`config.mk`:
```
export PLATFORM = sky130hd
export DESIGN_NAME = dstof_cell
export DESIGN_NICKNAME = d
export VERILOG_FILES = /design/src/sv/dstof_pkg.sv /design/src/sv/dstof_cell.sv
export SDC_FILE = /design/constraint.sdc
export NUM_CORES = 1
export LEC_CHECK = 0
export ABC_AREA = 1
export BUFFER_PORTS_ARGS = -buffer_cell sky130_fd_sc_hd__buf_2
export CAP_MARGIN = 20
export CORE_UTILIZATION = 45
export DETAILED_ROUTE_END_ITERATION = 8
export PLACE_DENSITY = 0.73
export SETUP_SLACK_MARGIN = 0.5
export SLEW_MARGIN = 40
export SYNTH_ARGS = -nofsm -noshare
export SYNTH_HDL_FRONTEND = slang
export SYNTH_SLANG_ARGS = --single-unit
```
`constraint.sdc`:
```
create_clock -name clk -period 3.75 [get_ports clk]
set_input_delay 0.375 -clock clk [delete_from_list [all_inputs] [get_ports clk]]
set_output_delay 0.375 -clock clk [all_outputs]
set_load 0.03 [all_outputs]
```
`src/sv/dstof_pkg.sv`:
```
// shared types and constants for the two-way ranging time-of-flight block
package dstof_pkg;

  localparam int DEN_W = 34;
  localparam int Q_W   = 32;

  localparam logic [31:0] POS_LIMIT = 32'h7FFF_FFFF;
  localparam logic [31:0] NEG_LIMIT = 32'h8000_0000;

  localparam logic [1:0] ST_OK   = 2'd0;
  localparam logic [1:0] ST_ZERO = 2'd1;
  localparam logic [1:0] ST_SAT  = 2'd2;

  localparam logic [23:0] SCALE_RESET = 24'd307387;

  // one divider word travelling down the cell chain
  typedef struct packed {
    logic [DEN_W-1:0] rem;
    logic [Q_W-1:0]   lo;
    logic [DEN_W-1:0] den;
    logic             neg;
    logic             zero;
    logic             ovf;
  } div_t;

  typedef struct packed {
    logic [31:0] flight;
    logic [31:0] distance;
    logic [1:0]  status;
  } res_t;

endpackage

```
`src/sv/dstof_cell.sv`:
```
// one restoring division step, one quotient bit per cell
module dstof_cell (
  input  logic            clk,
  input  logic            en,
  input  dstof_pkg::div_t din,
  output dstof_pkg::div_t dout
);

  logic [dstof_pkg::DEN_W:0] shifted;
  logic [dstof_pkg::DEN_W:0] trial;
  logic                      take;

  assign shifted = {din.rem, din.lo[dstof_pkg::Q_W-1]};
  assign trial   = shifted - {1'b0, din.den};
  assign take    = shifted >= {1'b0, din.den};

  always_ff @(posedge clk) begin
    if (en) begin
      dout.rem  <= take ? trial[dstof_pkg::DEN_W-1:0] : shifted[dstof_pkg::DEN_W-1:0];
      dout.lo   <= {din.lo[dstof_pkg::Q_W-2:0], take};
      dout.den  <= din.den;
      dout.neg  <= din.neg;
      dout.zero <= din.zero;
      dout.ovf  <= din.ovf;
    end
  end

endmodule

```
==> results of run 1 <==
## worst max path at each step
| stage | from | endpoint | cells after the start |
|---|---|---|---|
| floorplan | din[68] | dout[89] | 14 |
| global placement | din[20] | dout[89] | 12 |
| detailed placement | din[21] | dout[73] | 12 |
| CTS | din[28] | dout[87] | 14 |
| global route | din[5] | dout[84] | 16 |
| finish | din[28] | dout[87] | 14 |
## metrics by stage
step,utilization,hold WS (ns)
final,0.578,0.193
after global routing,0.578,0.182
after CTS,0.578,0.189
after detailed placement,0.555,0.553
after global placement,0.555,0.551
after floorplan,-,0.474
## layer usage
metal	global-route usage	up-vias	part of all wire
met3	0.0354	15	0.062
met2	0.381	177	0.46
li1	-	2773	-
met1	0.300	2336	0.46
met4	0.0625	0	0.012
met5	0	-	0
## logic make-up (layout without fill, tap and decap cells)
family / Yosys count / count (layout) / share of synthesized area
DFF: 103 / 103 / 0.500
adders and majority gates: 35 / 35 / 0.0720
and+or+nand+nor: 406 / 406 / 0.275
buffers and inverters: 140 / 358 / 0.0914
xor gates and xnor gates: 18 / 18 / 0.0255
AOI/OAI and AO/OA: 42 / 42 / 0.0364
## where the power goes
group / internal, mW / switching, mW
logic: 0.285 / 0.650
registers: 1.41 / 0.0267
clock network: 0.530 / 0.437
## layout make-up
cell class	count	area share
clock buffers	10	0.0297
well taps	176	0.0285
flip-flops and latches	103	0.401
inverters	134	0.0655
multi-input cells	501	0.328
repair buffers	208	0.137
clock inverters	6	0.0101
## Yosys cell counts, drive strengths merged
library cell	n
or2	1
nand3	33
nor2	59
nor4	1
o21ai	12
ha	34
xnor2	3
o21bai	3
fa	1
nor3	7
xor2	15
nand2	294
inv	134
buf	6
nand4	4
edfxtp	103
a21oi	27
nand3b	7
==> impl_metrics.ini, run 1 <==
[status]
status = complete, no violations

[grt]
grt_start_max_net_pins = 60
globalRouteTotalUtil = 0.226
antenna_found_initial = 0
grt_pass1_vias = 5215
grt-ovfl-total = 0
grt_pass1_wl_um = 25100

[worst_hold_path]
hold_path_depth = 1
hold_end = dout[56]
hold_path_startpoint = din[55]
worstHoldPathType = input pin to register

[worst_setup_path]
worst_ep_required_time_ns = 3.97
crit_buf_inv = 4
path_cells = buf_2 -> inv_1 -> ha_1 -> nand2_1 -> inv_1 -> a21oi_1 -> nand2_1 -> a21oi_2 -> nand2_2 -> nand2_4 -> nand2_8 -> inv_4 -> nand2_1 -> nand2_1
cp_top_family = simple AND/OR/NAND/NOR gates
worstPathArrival_ns = 2.51
crit_top_cell = nand2_1
critPathMaxFanout = 37
setup.worst_path.end_class = register
cp_slowest_cell = inv_4
slowest_delay_ns = 0.38
critPathKind = input pin to register
start_kind = input pin

[sta]
finalSetupViolCount = 0
period_minus_slack_ns = 2.29
timing.setup.tns_ns = 0
rsz0062_at_grt = no
slew_viol_final = 0
hold_viol = 0
postLayoutSetupSlackWorst_ns = 1.46
tightest_slew_ns = 0.584
relSlewSlack = 0.611
period_share = 0.611
fmax_ghz = 0.436

[die]
num_io_pins = 208
die_w_um = 119
initial_utilization = 0.464
core_um2 = 13300
rows = 42
dieArea_um2 = 14200
die_y_um = 119

[layout]
area_delta_synth_final_pct = 24.6
layout.area.seq_um2 = 3090
final_cell_mix = nand2_1, buf_2, inv_1, edfxtp_1, nor2_1
largest_reg_flops = 103
fin_cells = 1138
fillCellCount = 1265
top_regs = dout x103
layout.nets = 1097
top_register = dout
multi_input_area_um2 = 2530
drive_above_1_share = 0.258
antenna_cells = 0
final_common_cell = nand2_1
stdcell_area_um2 = 7710

[yosys]
ys_seq_area_frac = 0.500
yosys-top-cells-area = edfxtp_1, nand2_1, inv_1
syn-cell-area_um2 = 6190
syn_avg_cell_area_um2 = 8.32
synth_cell_type_count = 29
synth_fp_nets = 884
ys_ff_latch = 103
yosys_warnings = 0
synth.largest_area_cell = edfxtp_1
netlist_instances = 744
synth_top_area_frac = 0.500

[power]
power_density_nw_per_um2 = 433
total_leakage_power_nw = 4.04
power_mw = 3.34
ir_drop_v = 0.000196

[clocking]
cts_setup_buffers = 0
cts_tree = yes
holdBufCountCts = 0
cts.path.max_buffers = 2
cts_sinks = 103
cts-resized-gates = 0
clk_pin_slew_ns = 0.07
cts_htree_levels = 3
cts_root_buffer = clkbuf_16
numCtsBuffers = 9

[job]
maxCapViolations = 0

[drt]
drt-total-wl_um = 15300
vias = 5301
ant_nets = 0
vias_per_cell = 4.66
first_pass_iters = 5
drc = 0
drt_iter0_drc = 373
wl_per_cell_um = 13.5

[place]
placement.setup.worst_slack_ns = 1.08
dpl-instance-area_um2 = 7410
place_inst = 1122
gp_congestion = 0.882
portBuffers = 207
hpwl_um = 12200
No activity file was read; power rests on OpenSTA's default activity.
==> inputs of run 2 (changes only) <==
==> constraint.sdc (replaced) <==
create_clock -name clk -period 2.32 [get_ports clk]
set_input_delay 0.232 -clock clk [delete_from_list [all_inputs] [get_ports clk]]
set_output_delay 0.232 -clock clk [all_outputs]
set_load 0.03 [all_outputs]
==> impl_metrics.ini, run 2 (same netlist as run 1, synthesis figures left out) <==
[power]
ir_drop_v = 0.000327
power_mw = 5.68
power_density_nw_per_um2 = 661
total_leakage_power_nw = 4.24

[grt]
globalRouteTotalUtil = 0.229
grt_pass1_vias = 5282
grt_start_max_net_pins = 39
grt-ovfl-total = 0
antenna_found_initial = 0
grt_pass1_wl_um = 25400

[worst_hold_path]
hold_path_depth = 1
hold_path_startpoint = din[51]
worstHoldPathType = input pin to register
hold_end = dout[52]

[place]
portBuffers = 207
gp_congestion = 0.920
place_inst = 1132
hpwl_um = 12500

[layout]
layout.nets = 1124
top_regs = dout x103
fillCellCount = 1169
final_common_cell = nand2_1
largest_reg_flops = 103
fin_cells = 1165
utilization = 0.644
final_cell_mix = nand2_1, buf_2, inv_1, edfxtp_1, nor2_1
top_register = dout
area_delta_synth_final_pct = 38.8
drive_above_1_share = 0.389
antenna_cells = 0

[clocking]
holdBufCountCts = 0
cts_root_buffer = clkbuf_16
clk_pin_slew_ns = 0.07
numCtsBuffers = 9
cts_sinks = 103
cts_tree = yes
cts.path.max_buffers = 2
cts_htree_levels = 3

[worst_setup_path]
path_cells = buf_2 -> inv_1 -> ha_4 -> nand2_1 -> inv_2 -> nand2_2 -> nor4_4 -> a21oi_2 -> buf_6 -> nand2_8 -> inv_16 -> nand2_1 -> nand2_1
crit_top_cell = nand2_1
critPathMaxFanout = 33
start_kind = input pin
cp_slowest_cell = ha_4
worstPathArrival_ns = 1.87
worst_ep_required_time_ns = 2.43
slowest_delay_ns = 0.29
setup.worst_path.end_class = register
critPathKind = input pin to register

[sta]
relSlewSlack = 0.683
hold_viol = 0
timing.hold.ws_ns = 0.0492
period_share = 0.758
finalSetupViolCount = 0
rsz0062_at_grt = yes
fmax_ghz = 0.569
period_minus_slack_ns = 1.76
tightest_slew_ns = 0.475
slew_viol_final = 0

[die]
dieArea_um2 = 14200
initial_utilization = 0.464
core_um2 = 13300
die_y_um = 119
die_w_um = 119
rows = 42
num_io_pins = 208

[drt]
wl_per_cell_um = 13.8
drc = 0
drt-total-wl_um = 16100
vias = 5595
drt_iter0_drc = 262
first_pass_iters = 5
vias_per_cell = 4.80
ant_nets = 0

[status]
status = complete, no violations

[job]
maxCapViolations = 0
run 2: cell count changes in the layout (fill, tap and decap cells not counted), moves of 14 or more:
cell     change
buf_4       +21
ha_1        -30
ha_4        +29
inv_1       -14
inv_2       +14
nand2_1     -38
nand2_2     +29
run 2: timing repair:
action / CTS / global route
buffers inserted: 7 / 8
gates cloned: 1 / 1
endpoints found under the setup margin: 33 / 34
pin swaps: 2 / 21
resized for setup: 3 / 68
run 2: layer usage:
layer | global-route usage | up-vias | routed length (um)
li1 | - | 2833 | -
met1 | 0.287 | 2537 | 6950
met2 | 0.394 | 205 | 7710
met3 | 0.0465 | 20 | 1170
met4 | 0.0752 | 0 | 305
met5 | 0 | - | 0
run 2: how the worst max path moves through the flow:
stage / startpoint / end / slack (ns)
global placement: din[33] / dout[94] / 0.03
finish: din[29] / dout[101] / 0.56
global route: din[14] / dout[101] / 0.42
floorplan: din[22] / dout[94] / 0.50
CTS: din[68] / dout[99] / 0.51
detailed placement: din[33] / dout[101] / -0.02
run 2: worst max-delay path, delay by kind of cell:
family | cells | cell delay, ns
buf+inv | 5 | 0.48
fa+ha+maj | 1 | 0.29
compound gates | 1 | 0.12
simple gates | 6 | 0.70
run 2: metrics by stage:
stage | TNS [ns] | cell area, um^2 | worst slack [ns]
global route | 0 | 8590 | 0.423
finish | 0 | 8590 | 0.562
detailed placement | -0.190 | 7910 | -0.0228
floorplan | 0 | 6610 | 0.502
global placement | 0 | 7910 | 0.0285
CTS | 0 | 8290 | 0.510
run 2: report_power, final:
group | switching, mW | internal (mW) | total, mW
combinational | 1.16 | 0.619 | 1.78
clock | 0.714 | 0.856 | 1.57
sequential | 0.0428 | 2.28 | 2.32
total | 1.92 | 3.76 | 5.68
run 2: layout make-up:
| cell class | count | area, um^2 | area share |
|---|---|---|---|
| sequential | 103 | 3090 | 0.360 |
| inverter | 134 | 519 | 0.0604 |
| multi-input combinational | 503 | 3170 | 0.369 |
| clock inverter | 6 | 77.6 | 0.00903 |
| tap | 176 | 220 | 0.0256 |
| timing repair buffer | 233 | 1280 | 0.149 |
| clock buffer | 10 | 229 | 0.0267 |
